## src/rtl/voice_slot_allocator_with_stealing_core_defines.svh

```systemverilog
// Assertion macros shared by the voice slot allocator RTL.
`ifndef VOICE_SLOT_ALLOCATOR_WITH_STEALING_CORE_DEFINES_SVH
`define VOICE_SLOT_ALLOCATOR_WITH_STEALING_CORE_DEFINES_SVH

// Checks that a condition holds in the same cycle as its trigger.
`define VSA_ASSERT_NOW(label, clk, rst, ante, cons, msg) \
   label: assert property (@(posedge clk) disable iff (rst) (ante) |-> (cons)) \
      else $error(msg);

// Checks that a condition holds in the cycle after its trigger.
`define VSA_ASSERT_NEXT(label, clk, rst, ante, cons, msg) \
   label: assert property (@(posedge clk) disable iff (rst) (ante) |=> (cons)) \
      else $error(msg);

`endif

```

## src/rtl/vsa_pkg.sv

```systemverilog
// Types and constants shared by the voice slot allocator modules.
`timescale 1ns / 1ps
package vsa_pkg;

   localparam int MAX_VOICES = 128;
   localparam int SLOT_W     = 7;
   localparam int COUNT_W    = 8;
   localparam int AGE_W      = 64;
   localparam int LIMIT_W    = 8;
   localparam int OP_W       = 2;

   localparam logic [LIMIT_W-1:0] LIMIT_RESET = 8'd32;

   localparam logic [OP_W-1:0] OP_PLAY     = 2'd0;
   localparam logic [OP_W-1:0] OP_RELEASE  = 2'd1;
   localparam logic [OP_W-1:0] OP_SET_LOOP = 2'd2;

   typedef struct packed {
      logic [OP_W-1:0]   opcode;
      logic [SLOT_W-1:0] slot_index;
      logic              loop_flag;
   } req_type;

   typedef struct packed {
      logic               accepted;
      logic [SLOT_W-1:0]  granted_slot;
      logic               stole;
      logic [COUNT_W-1:0] live_voices;
   } rsp_type;

   typedef struct packed {
      logic             active;
      logic             looping;
      logic [AGE_W-1:0] age;
   } slot_type;

   typedef enum logic [1:0] {
      WR_NONE,
      WR_PLAY,
      WR_RELEASE,
      WR_LOOP
   } wr_kind_type;

   typedef struct packed {
      wr_kind_type       kind;
      logic [SLOT_W-1:0] slot;
      logic              loop;
      logic [AGE_W-1:0]  age;
   } wr_cmd_type;

   typedef struct packed {
      logic [COUNT_W-1:0] live;
      logic               free_found;
      logic [SLOT_W-1:0]  free_slot;
      logic               best_found;
      logic [AGE_W-1:0]   best_age;
      logic [SLOT_W-1:0]  best_slot;
      logic               tgt_active;
   } scan_stats_type;

   typedef enum logic [1:0] {
      ST_IDLE,
      ST_SCAN,
      ST_APPLY
   } state_type;

endpackage

```

## src/rtl/vsa_cell.sv

```systemverilog
// One voice slot cell of the rotating slot ring.
`timescale 1ns / 1ps
module vsa_cell (
   input  logic                       clock,
   input  logic                       reset,
   input  logic [vsa_pkg::SLOT_W-1:0] cell_id,
   input  logic                       shift_en,
   input  vsa_pkg::slot_type          shift_data,
   input  vsa_pkg::wr_cmd_type        wr_cmd,
   output vsa_pkg::slot_type          entry
);
   import vsa_pkg::*;

   logic             active_ff, active_in;
   logic             looping_ff, looping_in;
   logic [AGE_W-1:0] age_ff, age_in;
   logic             hit;

   assign hit = (wr_cmd.slot == cell_id);

   always_comb begin
      active_in  = active_ff;
      looping_in = looping_ff;
      age_in     = age_ff;
      if (shift_en) begin
         active_in  = shift_data.active;
         looping_in = shift_data.looping;
         age_in     = shift_data.age;
      end else if (hit) begin
         case (wr_cmd.kind)
            WR_PLAY: begin
               active_in  = 1'b1;
               looping_in = wr_cmd.loop;
               age_in     = wr_cmd.age;
            end
            WR_RELEASE: begin
               active_in = 1'b0;
            end
            WR_LOOP: begin
               looping_in = wr_cmd.loop;
            end
            default: begin
               active_in = active_ff;
            end
         endcase
      end
   end

   always_ff @(posedge clock) begin
      if (reset) begin
         active_ff <= 1'b0;
      end else begin
         active_ff <= active_in;
      end
   end

   always_ff @(posedge clock) begin
      looping_ff <= looping_in;
      age_ff     <= age_in;
   end

   assign entry.active  = active_ff;
   assign entry.looping = looping_ff;
   assign entry.age     = age_ff;

endmodule

```

## config.mk

```make
export PLATFORM = sky130hd
export DESIGN_NAME = vsa_cell
export DESIGN_NICKNAME = d
export VERILOG_FILES = /design/src/rtl/voice_slot_allocator_with_stealing_core_defines.svh /design/src/rtl/vsa_pkg.sv /design/src/rtl/vsa_cell.sv
export SDC_FILE = /design/constraint.sdc
export NUM_CORES = 1
export LEC_CHECK = 0
export BUFFER_PORTS_ARGS = -buffer_cell sky130_fd_sc_hd__clkbuf_2
export CORE_MARGIN = 4
export CORE_UTILIZATION = 43
export CTS_CLUSTER_SIZE = 12
export DETAILED_ROUTE_END_ITERATION = 12
export PLACE_DENSITY = 0.85
export SLEW_MARGIN = 20
export SYNTH_ARGS = -nofsm -noshare
export SYNTH_HDL_FRONTEND = slang
export SYNTH_SLANG_ARGS = --single-unit
```

## constraint.sdc

```tcl
create_clock -name clock -period 4.2 [get_ports clock]
set_input_delay 0.42 -clock clock [delete_from_list [all_inputs] [get_ports clock]]
set_output_delay 0.42 -clock clock [all_outputs]
set_load 0.02 [all_outputs]
```

==> flow_summary.json <==
{
  "drt-total-wl_um": 7220,
  "synth_edf_count": 65,
  "final_util_pct": 65.3,
  "crit_type": "primary input to flip-flop",
  "maxSlewHeadroom_pct": 45.7,
  "max_freq_mhz": 451,
  "cts_tree": "done",
  "clk_path_buf_depth": 2,
  "dp.final_hpwl_um": 5950,
  "cts_hold_buf": 0,
  "startpoint": "cell_id[0]",
  "avgSynthCellArea_um2": 18.1,
  "clockRootBuffer": "clkbuf_8",
  "rrSetupSlack_ns": 3.34,
  "crit_required_ns": 4.17,
  "power_density_nw_per_um2": 376,
  "synthTopCellsByCount": "edfxtp_1, mux2_2, mux2_1, buf_2, xnor2_1",
  "ys_seq_elements": 66,
  "clkLatencyLatePin_ns": 0.31,
  "coreArea_um2": 6460,
  "fin_setup_tns_ns": 0,
  "p_comb_share_pct": 18.9,
  "placedInstanceArea_um2": 4040,
  "yosysSeqAreaShare_pct": 67.6,
  "yosys-top-cells-area": "edfxtp_1, mux2_2, mux2_1",
  "startpoint_type": "primary input",
  "port_buffers": 215,
  "start_util_pct": 45.2,
  "sw_frac_of_total_pct": 24.4,
  "netlist_area_um2": 2920,
  "p_switching_uw": 387,
  "pwr-share-clk_pct": 29.9,
  "place_congestion": 0.707,
  "dp_slack_ns": 1.60,
  "wirelength_met1_um": 2430,
  "slowest_delay_ns": 0.68,
  "cellLeakagePower_nw": 1.95,
  "route.detailed.drc": 0,
  "design_area_um2": 4220,
  "synth_flop_cell": "edfxtp_1",
  "viasPerCell": 4.76,
  "r2r-start": "active_ff",
  "grt_pass1_vias": 2401,
  "arrival_ns": 2.19,
  "grt_pass1_wl_um": 11200,
  "rsz0062_at_grt": "false",
  "skew_ns": 0,
  "wl_met3_um": 765,
  "worstHoldStart": "wr_cmd[53]",
  "placed_cells": 445,
  "p_int_mw": 1.20,
  "cp_slowest_cell": "a21o_2",
  "final_cells": 460,
  "synth_fp_nets": 311,
  "fin_total_pwr_mw": 1.59,
  "synth_most_common_cell": "edfxtp_1",
  "dieArea_um2": 8170,
  "synth_top_area_share_pct": 66.9,
  "path_delay_family": "compound AO/OA/AOI/OAI gates",
  "hold_viol": 0,
  "ios": 216,
  "ant_nets": 0,
  "ir_drop_v": 0.000215,
  "wl_per_cell_um": 15.7,
  "syn_inst": 161,
  "synthArstFlopShare_pct": 0,
  "cap_viol_max_count": 0,
  "antenna_found_initial": 0,
  "cts-buffers-inserted": 9,
  "highest_layer": "met4",
  "path_buf_inv": 2,
  "status": "complete, no violations",
  "min_period_ns": 2.22,
  "ys_warn_count": 0,
  "path_clk_slew_ns": 0.07,
  "post-cts-setup-buffers": 0,
  "layout-drive-gt1-share_pct": 74.2,
  "rows": 29,
  "synth_cell_types": 20,
  "yosys.area.top_type": "edfxtp_1",
  "grt_overflow": 0,
  "htreeDepth": 3,
  "fp.dieW_um": 90.4,
  "tightest_slew_ns": 0.814,
  "fin_hold_ws_ns": 0.383,
  "hold_class": "primary input to flip-flop",
  "postLayoutSetupSlackWorst_ns": 1.98,
  "period_share_pct": 52.8,
  "final_net_count": 529,
  "grt_use_total_pct": 17.5,
  "pwr-share-seq_pct": 51.2,
  "clock_sinks": 66,
  "dr_total_vias": 2189,
  "area_growth_pct": 44.5,
  "cts_resized": 0,
  "drtIter0Drc": 50,
  "drv_slew": 0,
  "routed-wl-met2_um": 3920,
  "worst-path-max-fanout": 36,
  "die_h_um": 90.4,
  "path_cells": "clkbuf_2 > xnor2_1 > nand4_1 > nor2_1 > a21o_2 > buf_4",
  "end_kind": "flip-flop",
  "num_antenna_cells": 0,
  "drtPass1Iterations": 3,
  "grt_max_degree": 70,
  "finalSetupViolCount": 0
}
## power groups by stage
stage	registers [mW]	logic (mW)	clock network, mW
floorplan	0.906	0.0857	0
global placement	0.825	0.299	0
detailed placement	0.828	0.306	0
CTS	0.814	0.307	0.492
global route	0.818	0.324	0.520
finish	0.813	0.301	0.474
## sequential cells by signal, indices dropped and copies added, names as in the netlist
name	flops
active_ff	1
age_ff	64
looping_ff	1
## layout by cell type, fill, tap and decap left out, drive strengths merged, types with 2 or more instances in the layout
cell type / n
a21o: 2
buf: 2
clkbuf: 226
clkinv: 3
edfxtp: 65
mux2: 65
nor2: 2
xnor2: 7
## worst register-to-register path, cell delays in order (launching register included)
cell	delay [ns]
dfxtp_1	0.32
o211a_1	0.11
a311o_1	0.31
## metal layers
| metal | up-vias | GRT usage [%] |
|---|---|---|
| li1 | 1055 | - |
| met4 | 0 | 5.87 |
| met3 | 10 | 7.00 |
| met5 | - | 0 |
| met2 | 132 | 33.6 |
| met1 | 992 | 16.8 |
## worst paths after layout
kind	to	cells past startpoint
setup reg to reg	active_ff	2
hold reg to reg	active_ff	2
hold / removal	age_ff[53]	2
setup / recovery	age_ff[32]	6
## cells by family (layout without fill, tap and decap cells)
family / count (synthesis) / count (layout) / share of synthesized area, %
compound gates: 5 / 5 / 1.37
xor+xnor: 7 / 7 / 2.36
buf+inv: 10 / 232 / 2.19
flops: 66 / 66 / 67.6
mux: 65 / 65 / 25.1
simple gates: 8 / 8 / 1.46
## layout make-up
type	instances	area, um^2
clock buffer	11	131
sequential	66	1970
timing repair buffer	217	1090
fill	485	2240
multi-input combinational	85	885
clock inverter	4	43.8
tap	77	96.3
(Power assumes the default switching activity.)
