[config.mk]
export PLATFORM = sky130hd
export DESIGN_NAME = vsa_scan
export DESIGN_NICKNAME = d
export VERILOG_FILES = /design/src/rtl/voice_slot_allocator_with_stealing_core_defines.svh /design/src/rtl/vsa_pkg.sv /design/src/rtl/vsa_scan.sv
export SDC_FILE = /design/constraint.sdc
export NUM_CORES = 1
export LEC_CHECK = 0
export BUFFER_PORTS_ARGS = -buffer_cell sky130_fd_sc_hd__buf_2
export CORE_MARGIN = 10
export CORE_UTILIZATION = 54
export CTS_CLUSTER_SIZE = 40
export DETAILED_ROUTE_END_ITERATION = 16
export PLACE_DENSITY = 0.83
export SYNTH_ARGS = -nofsm -noshare
export SYNTH_HDL_FRONTEND = slang
export SYNTH_SLANG_ARGS = --single-unit
[constraint.sdc]
create_clock -name clock -period 3.27 [get_ports clock]
set_input_delay 0.327 -clock clock [delete_from_list [all_inputs] [get_ports clock]]
set_output_delay 0.327 -clock clock [all_outputs]
set_load 0.01 [all_outputs]
[src/rtl/voice_slot_allocator_with_stealing_core_defines.svh]
// Assertion macros shared by the voice slot allocator RTL.
`ifndef VOICE_SLOT_ALLOCATOR_WITH_STEALING_CORE_DEFINES_SVH
`define VOICE_SLOT_ALLOCATOR_WITH_STEALING_CORE_DEFINES_SVH

// Checks that a condition holds in the same cycle as its trigger.
`define VSA_ASSERT_NOW(label, clk, rst, ante, cons, msg) \
   label: assert property (@(posedge clk) disable iff (rst) (ante) |-> (cons)) \
      else $error(msg);

// Checks that a condition holds in the cycle after its trigger.
`define VSA_ASSERT_NEXT(label, clk, rst, ante, cons, msg) \
   label: assert property (@(posedge clk) disable iff (rst) (ante) |=> (cons)) \
      else $error(msg);

`endif

[src/rtl/vsa_pkg.sv]
// Types and constants shared by the voice slot allocator modules.
`timescale 1ns / 1ps
package vsa_pkg;

   localparam int MAX_VOICES = 128;
   localparam int SLOT_W     = 7;
   localparam int COUNT_W    = 8;
   localparam int AGE_W      = 64;
   localparam int LIMIT_W    = 8;
   localparam int OP_W       = 2;

   localparam logic [LIMIT_W-1:0] LIMIT_RESET = 8'd32;

   localparam logic [OP_W-1:0] OP_PLAY     = 2'd0;
   localparam logic [OP_W-1:0] OP_RELEASE  = 2'd1;
   localparam logic [OP_W-1:0] OP_SET_LOOP = 2'd2;

   typedef struct packed {
      logic [OP_W-1:0]   opcode;
      logic [SLOT_W-1:0] slot_index;
      logic              loop_flag;
   } req_type;

   typedef struct packed {
      logic               accepted;
      logic [SLOT_W-1:0]  granted_slot;
      logic               stole;
      logic [COUNT_W-1:0] live_voices;
   } rsp_type;

   typedef struct packed {
      logic             active;
      logic             looping;
      logic [AGE_W-1:0] age;
   } slot_type;

   typedef enum logic [1:0] {
      WR_NONE,
      WR_PLAY,
      WR_RELEASE,
      WR_LOOP
   } wr_kind_type;

   typedef struct packed {
      wr_kind_type       kind;
      logic [SLOT_W-1:0] slot;
      logic              loop;
      logic [AGE_W-1:0]  age;
   } wr_cmd_type;

   typedef struct packed {
      logic [COUNT_W-1:0] live;
      logic               free_found;
      logic [SLOT_W-1:0]  free_slot;
      logic               best_found;
      logic [AGE_W-1:0]   best_age;
      logic [SLOT_W-1:0]  best_slot;
      logic               tgt_active;
   } scan_stats_type;

   typedef enum logic [1:0] {
      ST_IDLE,
      ST_SCAN,
      ST_APPLY
   } state_type;

endpackage

[src/rtl/vsa_scan.sv]
// Scan unit that gathers slot statistics from the head of the slot ring.
`timescale 1ns / 1ps
module vsa_scan (
   input  logic                        clock,
   input  logic                        reset,
   input  logic                        start,
   input  logic                        step,
   input  vsa_pkg::slot_type           head,
   input  logic [vsa_pkg::COUNT_W-1:0] used,
   input  logic [vsa_pkg::SLOT_W-1:0]  target,
   output vsa_pkg::scan_stats_type     stats,
   output logic [vsa_pkg::SLOT_W-1:0]  step_index,
   output logic                        last
);
   import vsa_pkg::*;

   logic [SLOT_W-1:0] step_ff, step_in;
   scan_stats_type    stats_ff, stats_in;
   logic              in_used;

   assign in_used = ({1'b0, step_ff} < used);

   always_comb begin
      step_in  = step_ff;
      stats_in = stats_ff;
      if (start) begin
         step_in  = '0;
         stats_in = '0;
      end else if (step) begin
         step_in       = step_ff + 1'b1;
         stats_in.live = stats_ff.live + {{(COUNT_W-1){1'b0}}, head.active};
         if (in_used && !head.active && !stats_ff.free_found) begin
            stats_in.free_found = 1'b1;
            stats_in.free_slot  = step_ff;
         end
         if (in_used && head.active && !head.looping &&
             (!stats_ff.best_found || (head.age < stats_ff.best_age))) begin
            stats_in.best_found = 1'b1;
            stats_in.best_age   = head.age;
            stats_in.best_slot  = step_ff;
         end
         if (step_ff == target) begin
            stats_in.tgt_active = head.active;
         end
      end
   end

   always_ff @(posedge clock) begin
      if (reset) begin
         step_ff <= '0;
      end else begin
         step_ff <= step_in;
      end
   end

   always_ff @(posedge clock) begin
      stats_ff <= stats_in;
   end

   assign stats      = stats_ff;
   assign step_index = step_ff;
   assign last       = (step_ff == SLOT_W'(MAX_VOICES - 1));

endmodule

==> metrics.txt <==
All-Layer GR Usage=21.9%; drt first-iter violations=540; drt pass-1 iters=5; fin worst setup slack=0.120 ns; final hold vios=0; root buffer cell=clkbuf_16; number of global-route vias before repair=6425; die area=0.0172 mm^2; H-Tree Depth=3; Final Setup Violations=0; Crit. End Element=flip-flop; static leakage power=3.45 nW; required time of the worst setup path=3.50 ns; TritonCTS clock tree=yes; hold buffers post-CTS=0; clk buf depth=2; I/O Buffers=181; Seq cells post-synth=96; worst hold path class=in2reg; RSZ-0062 raised after global routing=false; worst slew pin tran=0.910 ns; status=completed; Worst Setup Start Kind=flip-flop; DP Cell Count=1031; syn_area_per_cell=9.36 um^2; Sw Pwr=848 uW; Worst Clk Skew=0.00630 ns; first-pass GRT wire length=32400 um; mapped cell area=0.00669 mm^2; Vias/cell=6.14; net switching fraction of the power=28.3%; global route total overflow=0; fmax=317 MHz; Power Total=2.99 mW; post-synth cell types=53; site row count=40; routed vias=6469; Critical Path AT=3.38 ns; Die H=131 um; # IOs=182; PD cells=377 mW/mm^2; drt wl/cell=19.0 um; minimum clock period=3.15 ns; largest net degree at the start of global routing=75; Area Growth Syn to Fin=18.7%; final std cells w/o fill=1053; Clk pin slew, worst setup/hold paths=0.07 ns; Slew HR=39.1%; final period utilization=96.3%; nets=1036; worst hold slack=0.216 ns; initial antenna violation count=1; share of cells above drive strength 1=31.6%; DIE WIDTH=131 um; worst-path maximum fanout=38; Max Cap Viol=0; Post-synth EDFFs=0; Starting Density=55.4%; DPL Wire Length=13800 um; yosys warns=0; CTS Buf Count=9; Clock Sinks=96; DRT antenna net count=0; final WL=20000 um; Clock Latency Late Sink=0.35 ns; syn nets=871; Mapped Cells=714; share of flip-flops with an asynchronous set or reset=0%; fin. max-slew vios=0; register share of total power=41.4%; core box area=0.0121 mm^2; clock power share=39.5%; Comb pwr share=19.1%; Power Internal=2.15 mW; fraction of the yosys area taken by sequential cells=28.7%; critical path class=reg2reg; Post-Place Worst Slack=-0.0730 ns; VDD IR max=0.230 mV; Most used DFF post-synth=dfxtp_1; GPL Wtd Cong=0.812; DRC=0
[flip-flops by register name (all words and copies together) (netlist names)]
signal      count
stats          89
step_index      7
[Yosys cell counts (all sizes together), types with 2 or more instances]
cell type / count / share of area, %
and3: 8 / 0.75
inv: 73 / 4.1
o2111ai: 3 / 0.39
mux2i: 11 / 1.6
xor2: 8 / 1.0
and4: 3 / 0.41
a211o: 2 / 0.26
ha: 72 / 13
nand3: 5 / 0.37
xnor2: 8 / 1.0
a2111oi: 2 / 0.64
or2: 2 / 0.19
buf: 15 / 1.9
a21oi: 32 / 2.5
nand2b: 3 / 0.28
dlygate4sd3: 2 / 0.30
nor2: 33 / 1.9
nor3: 65 / 4.9
o21ai: 14 / 1.0
nand2: 26 / 1.5
or3: 3 / 0.28
clkbuf: 43 / 5.9
o311ai: 2 / 0.26
nand4: 19 / 1.8
a21o: 4 / 0.45
a22o: 2 / 0.28
o211ai: 3 / 0.34
a221o: 70 / 11
a221oi: 2 / 0.26
a32o: 70 / 10
dfxtp: 96 / 29
a211oi: 3 / 0.34
[final timing paths]
kind,slack [ns],startpoint,endpoint,depth (start not counted)
max,0.12,stats[42]$_SDFFE_PP0P_,stats[52]$_SDFFE_PP0P_,11
min,0.22,head[13],stats[21]$_SDFFE_PP0P_,2
max reg2reg,0.12,stats[42]$_SDFFE_PP0P_,stats[52]$_SDFFE_PP0P_,11
min reg2reg,0.49,stats[88]$_SDFFE_PP0P_,stats[88]$_SDFFE_PP0P_,2
[final cells by class]
class,count,area [um^2]
Fill cell,1039,4120
Clock inverter,5,78.8
Antenna cell,1,2.50
Timing Repair Buffer,215,1200
Sequential cell,96,1930
Tap cell,168,210
Inverter,73,274
Multi-Input combinational cell,484,3990
Clock buffer,11,253
[timing repair]
item	CTS	global route
endpoints found under the setup margin	46	71
resized for setup	0	8
pin swaps	1	3
setup buffers	2	3
[through the flow]
step	cell area [um^2]	TNS, ns	utilization, %
after floorplan	6690	0	-
after global placement	7530	-1.98	62.4
after detailed placement	7530	-1.94	62.4
after CTS	7880	0	65.3
after global routing	7940	0	65.8
final	7940	0	65.8
[critical path, cell delays in order (launching register included)]
cell	delay [ns]
dfxtp_1	0.38
inv_1	0.08
ha_1	0.29
nand4_1	0.15
or4_4	0.56
and4b_2	0.31
nor4b_4	0.18
a22o_1	0.24
a2111oi_4	0.10
buf_4	0.18
buf_12	0.16
a221o_1	0.38
[routing by layer]
layer	GRT usage (%)	routed length, um	vias up
met5	0	0	-
met4	6.92	382	0
met3	7.32	1660	35
met2	35.3	9330	261
met1	27.0	8590	3067
li1	-	-	3106
[power by group through the flow]
stage	Combinational, mW	Clock [mW]	Sequential (mW)
after floorplan	0.365	0	1.28
after global placement	0.550	0	1.26
after detailed placement	0.560	0	1.26
after CTS	0.564	1.20	1.24
after global routing	0.635	1.25	1.24
final	0.572	1.18	1.24
[kinds of logic (layout without fill, tap and decap cells)]
group,after synthesis,in the layout,synth area share [%]
AO/OA/AOI/OAI,212,212,28.6
AND/OR/NAND/NOR,173,173,13.1
buffers and inverters,134,304,12.3
flip-flops,96,96,28.7
adder cells (fa/ha/maj),72,72,13.5
XOR/XNOR,16,16,2.10
multiplexers,11,11,1.65
other,0,1,0
[layout by cell type (no fill, tap or decap), drive strengths merged, types with 11 or more instances in the layout]
cell    Yosys  final
nand2      26     26
nor3       65     65
a21oi      32     32
a221o      70     70
nand4      19     19
dfxtp      96     96
nor2       33     33
a32o       70     70
o21ai      14     14
ha         72     72
clkbuf     43     11
inv        73     73
mux2i      11     11
buf        15    215
Note: power is estimated with default switching activity, not from simulation.
